<file path="config.mk">
export PLATFORM = sky130hd
export DESIGN_NAME = ecis_ram
export DESIGN_NICKNAME = d
export VERILOG_FILES = /design/src/rtl/ecis_ram.sv
export SDC_FILE = /design/constraint.sdc
export NUM_CORES = 2
export LEC_CHECK = 0
export ABC_AREA = 0
export BUFFER_PORTS_ARGS = -buffer_cell sky130_fd_sc_hd__buf_4
export CELL_PAD_IN_SITES_DETAIL_PLACEMENT = 0
export CELL_PAD_IN_SITES_GLOBAL_PLACEMENT = 1
export CORE_UTILIZATION = 47
export CTS_BUF_LIST = sky130_fd_sc_hd__clkbuf_16
export DETAILED_ROUTE_END_ITERATION = 16
export GPL_TIMING_DRIVEN = 0
export HOLD_SLACK_MARGIN = 0.1
export PLACE_DENSITY = 0.77
export SYNTH_ARGS = -nofsm -noshare
export SYNTH_HDL_FRONTEND = slang
export SYNTH_SLANG_ARGS = --single-unit
</file>
<file path="constraint.sdc">
create_clock -name clk -period 4.7 [get_ports clk]
set_clock_uncertainty 0.05 [all_clocks]
set_input_delay 0.94 -clock clk [delete_from_list [all_inputs] [get_ports clk]]
set_output_delay 0.94 -clock clk [all_outputs]
set_load 0.02 [all_outputs]
</file>
<file path="src/rtl/ecis_ram.sv">
// Generic single-write, single-read RAM with registered read data.
// No dependencies.
module ecis_ram #(
	parameter int WIDTH = 32,
	parameter int DEPTH = 64
) (
	input logic clk,
	input logic we,
	input logic [$clog2(DEPTH)-1:0] waddr,
	input logic [WIDTH-1:0] wdata,
	input logic [$clog2(DEPTH)-1:0] raddr,
	output logic [WIDTH-1:0] rdata
);
	logic [WIDTH-1:0] mem [DEPTH];

	always_ff @(posedge clk) begin
		if (we) begin
			mem[waddr] <= wdata;
		end
		rdata <= mem[raddr];
	end
endmodule

</file>
==> results.sh <==
export IMPL_grt_pass1_vias=38200
export IMPL_required_ns=5.31
export IMPL_avgSynthCellArea_sq_um=23.6
export IMPL_crit_top_cell="buf_2"
export IMPL_cts_hold_buf=0
export IMPL_ant_nets=0
export IMPL_endpoint_kind="register"
export IMPL_crit_type="in2reg"
export IMPL_die_w_um=411
export IMPL_met1_usage=0.361
export IMPL_wire_per_inst_um=37.5
export IMPL_instances_no_fill=6027
export IMPL_worstPathCellList="buf_2 -> buf_2 -> buf_2 -> nand2_1 -> clkbuf_1 -> o22ai_1 -> nor2_1 -> a21oi_1 -> nor2_1"
export IMPL_path_max_fanout=19
export IMPL_htree_levels=4
export IMPL_rrSetupSlack_ns=1.68
export IMPL_synth_fp_nets=3370
export IMPL_root_buffer="clkbuf_16"
export IMPL_fmax_mhz=212
export IMPL_cts_made_buffers=199
export IMPL_start_util=0.475
export IMPL_violations="max-capacitance violations, max-slew violations, negative setup slack"
export IMPL_syn_cell_area_sq_um=78500
export IMPL_clk_pin_slew_worst_paths_ns=0.06
export IMPL_hold_depth=1
export IMPL_final_area_sq_um=90200
export IMPL_crit_path_start_kind="primary input"
export IMPL_yosys_register_bits=2080
export IMPL_reg2regPathDepth=4
export IMPL_portBuffers=69
export IMPL_fin_crit_ns=4.72
export IMPL_hp_start="wdata[6]"
export IMPL_drt_total_wl_um=226000
export IMPL_area_delta_synth_final_pct=14.9
export IMPL_use_met2=0.410
export IMPL_worst_path_buf_inv=4
export IMPL_vias_per_cell=6.50
export IMPL_core_area_sq_um=165000
export IMPL_cts_tree="done"
export IMPL_cpMaxStageDelayCell="a21oi_1"
export IMPL_synth_cell_types=34
export IMPL_vias=39200
export IMPL_ys_seq_area_frac=0.791
export IMPL_worst_slack_ns=-0.0202
export IMPL_dpl_cell_count=5656
export IMPL_placedInstanceArea_sq_um=83700
export IMPL_finalSetupTns_ns=-0.0202
export IMPL_fin_nets=3714
export IMPL_yosys_area_top_type="edfxtp_1"
export IMPL_maxCapViolations=1
export IMPL_p_total_mw=38.8
export IMPL_preCtsSetupSlack_ns=-0.771
export IMPL_globalRouteOverflowTotal=0
export IMPL_ir_worst_vdd_mv=0.403
export IMPL_p_per_area_nw_per_um2=430
export IMPL_io_pins=78
export IMPL_outcome="finished with violations"
export IMPL_groute_layer_met3_usage=0.0803
export IMPL_worst_slew_pin_slew_ns=1.55
export IMPL_critPathTopFamily="buffers and inverters"
export IMPL_dieArea_sq_um=169000
export IMPL_hold_viol_final=0
export IMPL_grt_busiest_layer="met2"
export IMPL_slew_viol_final=11
export IMPL_critPathArrivalTime_ns=5.33
export IMPL_post_cts_buffers=0
export IMPL_relSlewSlack=-0.0307
export IMPL_yosys_top_cells_area="edfxtp_1 78%, mux4_2 16%, mux2i_1 1.2%, dfxtp_1 0.82%, o22ai_1 0.67%"
export IMPL_rsz0062_at_grt="false"
export IMPL_clk_latency_ns=0.85
export IMPL_drt_pass1_iter_count=5
export IMPL_dr_first_iter_drc_count=6062
export IMPL_grt_first_pass_wirelength_um=307000
export IMPL_gp_congestion=0.918
export IMPL_clockBufferDepth=3
export IMPL_worst_path_stages=9
export IMPL_hold_path_class="in2reg"
export IMPL_syn_instance_count=3324
export IMPL_dp_hpwl_um=142000
export IMPL_final_util=0.546
export IMPL_drc=0
export IMPL_drive_above_1_share=0.292
export IMPL_hold_slack_ns=0.608
export IMPL_fin_crit_sh=1.00
export IMPL_r2r_end="rdata[18]$_DFF_P_"
export IMPL_cts_resized=0
export IMPL_grt_total_usage=0.269
export IMPL_die_y_um=411
export IMPL_antenna_found_initial=18
export IMPL_grt_max_degree=65
export IMPL_cts_sinks=2080
export IMPL_yosysWarnings=0
export IMPL_worstHoldEndpoint="mem[36][6]$_DFFE_PP_"
export IMPL_power_leakage_nw=28.1
export IMPL_netlist_area_leader_share=0.783
export IMPL_setup_viol=1
export IMPL_critPathMaxStageDelay_ns=0.82
export IMPL_r2r_start="mem[26][18]$_DFFE_PP_"
export IMPL_fp_row_count=149
[sequential cells by signal, summed over array words and instances (netlist names)]
| name | count |
|---|---|
| mem | 2048 |
| rdata | 32 |
[layout make-up]
| type | count | area, sq um |
|---|---|---|
| clock inverters | 161 | 1450 |
| multi-input cells | 1062 | 16000 |
| flip-flops and latches | 2080 | 62100 |
| diodes | 8 | 20.0 |
| repair buffers | 144 | 1970 |
| fillers | 12000 | 75100 |
| plain buffers | 181 | 886 |
| well taps | 2189 | 2740 |
| clock buffers | 202 | 5050 |
[how the worst max path moves through the flow]
stage / start / end / slack [ns]
floorplan: waddr[3] / mem[48][0]$_DFFE_PP_ / 0.55
global placement: waddr[3] / mem[49][9]$_DFFE_PP_ / -2.88
detailed placement: raddr[1] / rdata[15]$_DFF_P_ / -0.77
CTS: raddr[1] / rdata[15]$_DFF_P_ / 0.11
global route: raddr[1] / rdata[22]$_DFF_P_ / 0.05
finish: raddr[1] / rdata[22]$_DFF_P_ / -0.02
[cells in the mapped netlist]
cell,n
edfxtp_1,2048
mux4_2,544
nor2_1,137
mux2i_1,93
o22ai_1,84
clkbuf_1,74
a21oi_1,62
buf_2,57
dfxtp_1,32
o221ai_1,27
nand2_1,26
buf_4,25
buf_1,21
nor2b_1,15
a22oi_1,12
a311oi_1,8
nand2b_1,8
nor3_1,7
buf_6,5
nand3_1,5
nand3b_1,5
a41o_1,4
and3_1,4
o32ai_1,4
or3_1,3
or3b_2,3
and2_1,2
nand4_1,2
or3b_1,2
a31oi_1,1
nand4b_1,1
or2_0,1
or2_1,1
or2_2,1
[logic make-up (layout without fill, tap and decap cells)]
kind of cell,count (synthesis),count (layout),synth area share
flip-flops,2080,2080,0.791
AO/OA/AOI/OAI,202,202,0.0167
multiplexers,637,637,0.168
buffers and inverters,182,688,0.0113
AND/OR/NAND/NOR,223,223,0.0127
other,0,8,0
[per-layer routing]
layer,wire length [um],vias to the layer above
met1,81200,20800
met4,10300,16
met5,477,-
li1,-,15000
met2,105000,2853
met3,29400,498
[worst register-to-register path, delay by kind of cell, from the launching register on]
kind	cells	cell delay [ns]
muxes	2	1.06
AOI/OAI and AO/OA	1	0.94
DFF	1	0.37
and+or+nand+nor	1	0.36
[power by group]
part           switching, mW  internal (mW)  leakage [nW]  total (mW)
sequential            0.0474           20.5          18.7        20.6
clock                   6.92           9.07          3.35        16.0
combinational           1.48          0.724          6.10        2.21
[placed cells by master (no fill, tap or decap), types with 4 or more instances in the layout]
cell type and n:
o221ai_1 27, nand2_1 26, buf_2 58, edfxtp_1 2048, nand2b_1 8, nor2_1 75
nand3b_1 5, o22ai_1 84, o32ai_1 4, buf_4 96, mux2i_1 93, buf_12 63
a311oi_1 8, inv_1 46, clkinv_1 46, nor2b_1 15, mux4_2 544, bufinv_16 23
nand3_1 5, inv_6 8, a22oi_1 12, clkinv_2 25, buf_1 19, nor3_1 5
and3_1 4, clkbuf_1 72, dfxtp_1 32, nor2_4 62, diode_2 8, a21oi_1 62
clkinv_16 4, clkbuf_16 202, a41o_1 4, buf_6 9
Note: power is estimated with default switching activity, not from simulation.
