==> src/rtl/ecis_pkg.sv <==
// Shared types, constants and datapath command/status encodings for the
// earliest circle impact search block. No dependencies.
package ecis_pkg;

	localparam int MAX_CIRCLES_DEF = 64;
	localparam logic [31:0] MAX_TIME_RST = 32'h0001_0000;
	localparam int IDX_W = 6;
	localparam int MAG_W = 33;
	localparam int MW = 67;
	localparam int PW = 2 * MW;

	typedef struct packed {
		logic signed [31:0] pos_x;
		logic signed [31:0] pos_y;
		logic signed [31:0] vel_x;
		logic signed [31:0] vel_y;
		logic [30:0] radius;
		logic is_static;
	} circle_t;

	typedef enum logic [3:0] {
		OP_NONE,
		OP_CLEAR_BEST,
		OP_CAP_I,
		OP_CAP_J,
		OP_DIFF,
		OP_MUL,
		OP_MUL_STORE,
		OP_SUM_C,
		OP_SUM_A,
		OP_SUM_B,
		OP_DISC,
		OP_SQRT,
		OP_DEN,
		OP_DIV,
		OP_TAKE,
		OP_EMIT
	} op_t;

	typedef enum logic [3:0] {
		MS_DXDX,
		MS_DYDY,
		MS_RSRS,
		MS_VXVX,
		MS_VYVY,
		MS_DXVX,
		MS_DYVY,
		MS_BB,
		MS_AC
	} msel_t;

	typedef struct packed {
		op_t op;
		msel_t msel;
		logic [IDX_W-1:0] first_idx;
		logic [IDX_W-1:0] second_idx;
	} dp_cmd_t;

	typedef struct packed {
		logic both_static;
		logic overlap;
		logic a_zero;
		logic separating;
		logic disc_neg;
		logic saturated;
		logic busy;
		logic better;
	} dp_stat_t;

endpackage

==> src/rtl/ecis_ctrl.sv <==
// Controller: circle loading, pair enumeration and per-pair command sequencing.
// Depends on ecis_pkg.
module ecis_ctrl #(
	parameter int MAX_CIRCLES = 64
) (
	input logic clk,
	input logic arst_n,
	input logic in_valid,
	input logic in_last,
	output logic in_ready,
	input logic out_ready,
	output logic out_valid,
	output logic ram_we,
	output logic [$clog2(MAX_CIRCLES)-1:0] ram_waddr,
	output logic [$clog2(MAX_CIRCLES)-1:0] ram_raddr,
	output ecis_pkg::dp_cmd_t cmd,
	input ecis_pkg::dp_stat_t stat
);
	import ecis_pkg::*;

	localparam int AW = $clog2(MAX_CIRCLES);
	localparam int CW = $clog2(MAX_CIRCLES + 1);

	typedef enum logic [4:0] {
		S_LOAD, S_RD_I, S_RD_J, S_CAP_J, S_DIFF, S_MUL_GO, S_MUL_WAIT,
		S_CHK_C, S_CHK_A, S_CHK_B, S_CHK_S, S_DISC, S_DISC_CHK,
		S_SQRT_WAIT, S_DEN_CHK, S_DIV_WAIT, S_TAKE, S_NEXT, S_EMIT
	} state_t;

	state_t state_q, state_d;
	msel_t msel_q, msel_d;
	logic [CW-1:0] count_q, n_q, i_q, j_q;
	logic [CW-1:0] count_nx;
	logic [CW:0] j_inc, i_inc2;
	logic [CW+IDX_W-1:0] ext_i, ext_j;
	logic accept, not_full, pair_done, emit;

	assign in_ready = (state_q == S_LOAD);
	assign accept = in_valid && in_ready;
	assign not_full = (count_q < CW'(MAX_CIRCLES));
	assign count_nx = not_full ? count_q + CW'(1) : count_q;
	assign ram_we = accept && not_full;
	assign ram_waddr = count_q[AW-1:0];
	assign ram_raddr = (state_q == S_RD_J) ? j_q[AW-1:0] : i_q[AW-1:0];
	assign j_inc = {1'b0, j_q} + (CW+1)'(1);
	assign i_inc2 = {1'b0, i_q} + (CW+1)'(2);
	assign pair_done = (j_inc >= {1'b0, n_q}) && (i_inc2 >= {1'b0, n_q});
	assign ext_i = {{IDX_W{1'b0}}, i_q};
	assign ext_j = {{IDX_W{1'b0}}, j_q};
	assign emit = (state_q == S_EMIT) && (!out_valid || out_ready);

	always_comb begin
		state_d = state_q;
		msel_d = msel_q;
		cmd.op = OP_NONE;
		cmd.msel = msel_q;
		// indices of the pair are masked to the result field width
		cmd.first_idx = ext_i[IDX_W-1:0];
		cmd.second_idx = ext_j[IDX_W-1:0];
		case (state_q)
			S_LOAD: begin
				if (accept && in_last) begin
					cmd.op = OP_CLEAR_BEST;
					state_d = (count_nx >= CW'(2)) ? S_RD_I : S_EMIT;
				end
			end
			S_RD_I: state_d = S_RD_J;
			S_RD_J: begin
				cmd.op = OP_CAP_I;
				state_d = S_CAP_J;
			end
			S_CAP_J: begin
				cmd.op = OP_CAP_J;
				state_d = S_DIFF;
			end
			S_DIFF: begin
				if (stat.both_static) begin
					state_d = S_NEXT;
				end else begin
					cmd.op = OP_DIFF;
					msel_d = MS_DXDX;
					state_d = S_MUL_GO;
				end
			end
			S_MUL_GO: begin
				cmd.op = OP_MUL;
				state_d = S_MUL_WAIT;
			end
			S_MUL_WAIT: begin
				if (!stat.busy) begin
					cmd.op = OP_MUL_STORE;
					state_d = S_MUL_GO;
					case (msel_q)
						MS_DXDX: msel_d = MS_DYDY;
						MS_DYDY: msel_d = MS_RSRS;
						MS_RSRS: msel_d = MS_VXVX;
						MS_VXVX: msel_d = MS_VYVY;
						MS_VYVY: msel_d = MS_DXVX;
						MS_DXVX: msel_d = MS_DYVY;
						MS_DYVY: state_d = S_CHK_C;
						MS_BB: msel_d = MS_AC;
						default: state_d = S_DISC;
					endcase
				end
			end
			S_CHK_C: begin
				cmd.op = OP_SUM_C;
				state_d = S_CHK_A;
			end
			S_CHK_A: begin
				if (stat.overlap) begin
					state_d = S_NEXT;
				end else begin
					cmd.op = OP_SUM_A;
					state_d = S_CHK_B;
				end
			end
			S_CHK_B: begin
				if (stat.a_zero) begin
					state_d = S_NEXT;
				end else begin
					cmd.op = OP_SUM_B;
					state_d = S_CHK_S;
				end
			end
			S_CHK_S: begin
				if (stat.separating) begin
					state_d = S_NEXT;
				end else begin
					msel_d = MS_BB;
					state_d = S_MUL_GO;
				end
			end
			S_DISC: begin
				cmd.op = OP_DISC;
				state_d = S_DISC_CHK;
			end
			S_DISC_CHK: begin
				if (stat.disc_neg) begin
					state_d = S_NEXT;
				end else begin
					cmd.op = OP_SQRT;
					state_d = S_SQRT_WAIT;
				end
			end
			S_SQRT_WAIT: begin
				if (!stat.busy) begin
					cmd.op = OP_DEN;
					state_d = S_DEN_CHK;
				end
			end
			S_DEN_CHK: begin
				if (stat.saturated) begin
					state_d = S_TAKE;
				end else begin
					cmd.op = OP_DIV;
					state_d = S_DIV_WAIT;
				end
			end
			S_DIV_WAIT: begin
				if (!stat.busy) begin
					state_d = S_TAKE;
				end
			end
			S_TAKE: begin
				cmd.op = OP_TAKE;
				state_d = S_NEXT;
			end
			S_NEXT: state_d = pair_done ? S_EMIT : S_RD_I;
			S_EMIT: begin
				if (emit) begin
					cmd.op = OP_EMIT;
					state_d = S_LOAD;
				end
			end
			default: state_d = S_LOAD;
		endcase
	end

	always_ff @(posedge clk or negedge arst_n) begin
		if (!arst_n) begin
			state_q <= S_LOAD;
			msel_q <= MS_DXDX;
			count_q <= '0;
			n_q <= '0;
			i_q <= '0;
			j_q <= '0;
			out_valid <= 1'b0;
		end else begin
			state_q <= state_d;
			msel_q <= msel_d;
			if (accept) begin
				if (in_last) begin
					n_q <= count_nx;
					count_q <= '0;
					i_q <= '0;
					j_q <= CW'(1);
				end else begin
					count_q <= count_nx;
				end
			end
			if (state_q == S_NEXT && !pair_done) begin
				if (j_inc < {1'b0, n_q}) begin
					j_q <= j_inc[CW-1:0];
				end else begin
					i_q <= i_q + CW'(1);
					j_q <= i_inc2[CW-1:0];
				end
			end
			if (emit) begin
				out_valid <= 1'b1;
			end else if (out_ready) begin
				out_valid <= 1'b0;
			end
		end
	end

	a_count_bound: assert property (@(posedge clk) disable iff (!arst_n)
		count_q <= CW'(MAX_CIRCLES))
		else $error("load count beyond store depth");
	a_last_stops_load: assert property (@(posedge clk) disable iff (!arst_n)
		(accept && in_last) |=> !in_ready)
		else $error("input still taken after last circle");
	a_pair_order: assert property (@(posedge clk) disable iff (!arst_n)
		(state_q == S_DIFF) |-> (j_q > i_q && j_q < n_q))
		else $error("pair indices out of order");
	a_units_idle_on_load: assert property (@(posedge clk) disable iff (!arst_n)
		(state_q == S_LOAD) |-> !stat.busy)
		else $error("arithmetic unit busy while loading");
endmodule

==> config.mk <==
export PLATFORM = sky130hd
export DESIGN_NAME = ecis_ctrl
export DESIGN_NICKNAME = d
export VERILOG_FILES = /design/src/rtl/ecis_pkg.sv /design/src/rtl/ecis_ctrl.sv
export SDC_FILE = /design/constraint.sdc
export NUM_CORES = 1
export LEC_CHECK = 0
export ABC_AREA = 1
export BUFFER_PORTS_ARGS = -buffer_cell sky130_fd_sc_hd__buf_2
export CAP_MARGIN = 20
export CORE_MARGIN = 8
export CORE_UTILIZATION = 58
export DETAILED_ROUTE_END_ITERATION = 8
export PLACE_DENSITY = 0.84
export SKIP_LAST_GASP = 1
export SYNTH_ARGS = -nofsm -noshare
export SYNTH_HDL_FRONTEND = slang
export SYNTH_SLANG_ARGS = --single-unit
==> constraint.sdc <==
create_clock -name clk -period 3.4 [get_ports clk]
set_clock_uncertainty 0.05 [all_clocks]
set_input_delay 0.68 -clock clk [delete_from_list [all_inputs] [get_ports clk]]
set_output_delay 0.68 -clock clk [all_outputs]
set_load 0.02 [all_outputs]
==> impl_metrics.tcl <==
set metrics [dict create \
    clockRootBuffer "clkbuf_8" \
    worst_pin_slew_ns 0.883 \
    antenna_found_initial 0 \
    final.period_utilization_pct 86.3 \
    period_minus_slack_ns 2.93 \
    worstPathRequired_ns 3.54 \
    synth-adder-area-share_pct 6.82 \
    grt.overflow.total 0 \
    r2r_end "i_q[6]" \
    drc_errors 0 \
    yosys_warnings 0 \
    synth_top_area_cell "dfrtp_1" \
    ioPinCount 48 \
    synth_top_cell_area_share_pct 28.8 \
    r2r_slack_ns 0.47 \
    ys_seq_area_share_pct 28.8 \
    rr_worst_depth 17 \
    syn_inst 491 \
    fin_tns_setup_ns 0 \
    final_util_pct 64.2 \
    status "finished, final reports clean" \
    design_area_sq_mm 0.00354 \
    drt_first_pass_iters 5 \
    synth_top_family_by_area "simple AND/OR/NAND/NOR gates" \
    end_kind "flip-flop" \
    critPathKind "reg -> reg" \
    synth_edf_count 0 \
    synth.most_common_cell "nand2_1" \
    detail-route-antenna-nets 0 \
    dpl-instance-area_sq_mm 0.00342 \
    die_width_um 91.5 \
    synth_xor_area_share_pct 3.18 \
    cp-start-kind "flip-flop" \
    vias 3154 \
    die-area_sq_mm 0.00837 \
    drv_slew 0 \
    hold_viol 0 \
    area_growth_pct 7.08 \
    fillers 500 \
    timing.final.ws_setup_ns 0.467 \
    post_cts_buffers 0 \
    synth_common_cells "131 x nand2_1, 72 x inv_1, 44 x nor2_1" \
    syn_area_per_cell_sq_um 6.73 \
    cts_buffers 5 \
    clkTransAtPathRegs_ns 0.07 \
    start_util_pct 60.0 \
    slew_headroom_pct 41.1 \
    drt-initial-drc-count 160 \
    diodes 0 \
    cp_max_fo 14 \
    gp_congestion 0.977 \
    cts_tree "done" \
    wire_per_inst_um 13.2 \
    grt_first_pass_wirelength_um 13200 \
    p_per_area_mw_per_mm2 941 \
    synthArstFlopShare_pct 100 \
    cts_resized 0 \
    drt-vias-per-instance 5.35 \
    die_h_um 91.5 \
    hold_path_class "in -> async" \
    max_freq_ghz 0.341 \
    h-tree-depth 2 \
    synth_cell_types 38 \
    globalRouteTotalUtil_pct 18.8 \
    synth_compound_area_share_pct 13.3 \
    synth-simple-area-share_pct 32.7 \
    ir_drop_uv 612 \
    insertion_delay_ns 0.29 \
    core-area_sq_mm 0.00551 \
    setup_viol 0 \
    grt_pass1_vias 3001 \
    nets 548 \
    hold_slack_ns 0.441 \
    ys.flop_type "dfrtp_1" \
    grt_max_degree 39 \
    leakage_nw 1.95 \
    arrival_ns 3.07 \
    dp_hpwl_um 6110 \
    dp_slack_ns 0.494 \
    syn_nets 522 \
    ys_ff_latch 38 \
    rsz0062_at_grt "false" \
    synth_area_sq_mm 0.00330 \
    r2r-start "j_q[2]" \
    synthMuxAreaShare_pct 0.341 \
    cts_hold_buf 0 \
    layout-drive-gt1-share_pct 15.5 \
    synth_area_leaders "dfrtp_1 29%, nand2_1 15%, inv_1 8.2%" \
    rows 27 \
    cts.path.max_buffers 2 \
    port_buffers 46 \
    cts.sinks 38 \
    cap_violations 0 \
    drt-total-wl_um 7760 \
]
-- metrics by stage --
step / power [W] / instances
floorplan: 0.00251 / 491
global placement: 0.00286 / 582
detailed placement: 0.00293 / 582
CTS: 0.00334 / 589
global route: 0.00368 / 589
finish: 0.00333 / 589
-- power breakdown --
| part | switching [W] | internal (W) |
|---|---|---|
| Clock | 0.000161 | 0.000235 |
| Combinational | 0.00140 | 0.000718 |
| Sequential | 0.000208 | 0.000610 |
| Total | 0.00176 | 0.00156 |
-- cell type report --
cell class | count | area [sq um] | share of cell area [%]
multi-input combinational | 350 | 1860 | 52.6
sequential | 38 | 951 | 26.9
inverter | 75 | 284 | 8.03
timing repair buffer | 47 | 238 | 6.72
tap | 72 | 90.1 | 2.55
clock buffer | 6 | 82.6 | 2.33
clock inverter | 1 | 30.0 | 0.849
-- layer usage --
layer | vias up | global-route usage (%) | wire [um]
li1 | 1611 | - | -
met1 | 1397 | 22.6 | 3410
met2 | 131 | 32.2 | 3640
met3 | 15 | 4.44 | 599
met4 | 0 | 6.14 | 121
met5 | - | 0 | 0
-- logic make-up (layout without fill, tap and decap cells) --
family | after synthesis | count (layout)
buf+inv | 103 | 129
xor+xnor | 12 | 12
mux | 1 | 1
flops | 38 | 38
compound gates | 77 | 77
fa+ha+maj | 18 | 18
simple gates | 242 | 242
-- cell usage in the layout, fill, tap and decap left out, drive strengths merged, types with 2 or more instances in the layout --
cell / netlist / layout
nand2: 138 / 138
inv: 75 / 75
o21ai: 53 / 53
nor2: 52 / 52
buf: 27 / 47
dfrtp: 38 / 38
nand3: 36 / 36
ha: 18 / 18
xor2: 11 / 11
a21oi: 11 / 11
clkbuf: 1 / 6
nand4: 5 / 5
nand3b: 5 / 5
nor3: 3 / 3
a22oi: 3 / 3
o22ai: 3 / 3
a211oi: 2 / 2
-- state kept, by name, summed over array words and instances (netlist names) --
name,flops
out_valid,1
state_q,5
msel_q,4
n_q,7
count_q,7
j_q,7
i_q,7
-- how the worst max path moves through the flow --
stage / start / endpoint / slack [ns] / depth (start not counted)
after global routing: j_q[0] / i_q[6] / 0.12 / 17
after detailed placement: j_q[0] / i_q[6] / 0.49 / 17
after floorplan: j_q[0] / j_q[0] / 1.05 / 16
after CTS: j_q[0] / i_q[6] / 0.48 / 17
after global placement: j_q[0] / i_q[6] / 0.57 / 17
final: j_q[2] / i_q[6] / 0.47 / 17
-- worst max-delay path: stages, from the launching register on --
cell and delay (ns):
dfrtp_1 0.48, nand2_1 0.12, nor2_2 0.15, nand3_1 0.10
xor2_1 0.26, ha_1 0.30, nand2_1 0.07, nand2_1 0.05
nand2_1 0.06, nand2_1 0.05, nor2_1 0.13, nand3_1 0.14
nand2_1 0.09, nand2_1 0.25, inv_2 0.30, nand2_1 0.11
nand2_1 0.07, nand2_1 0.04
Power figures use the tool's default switching activity.
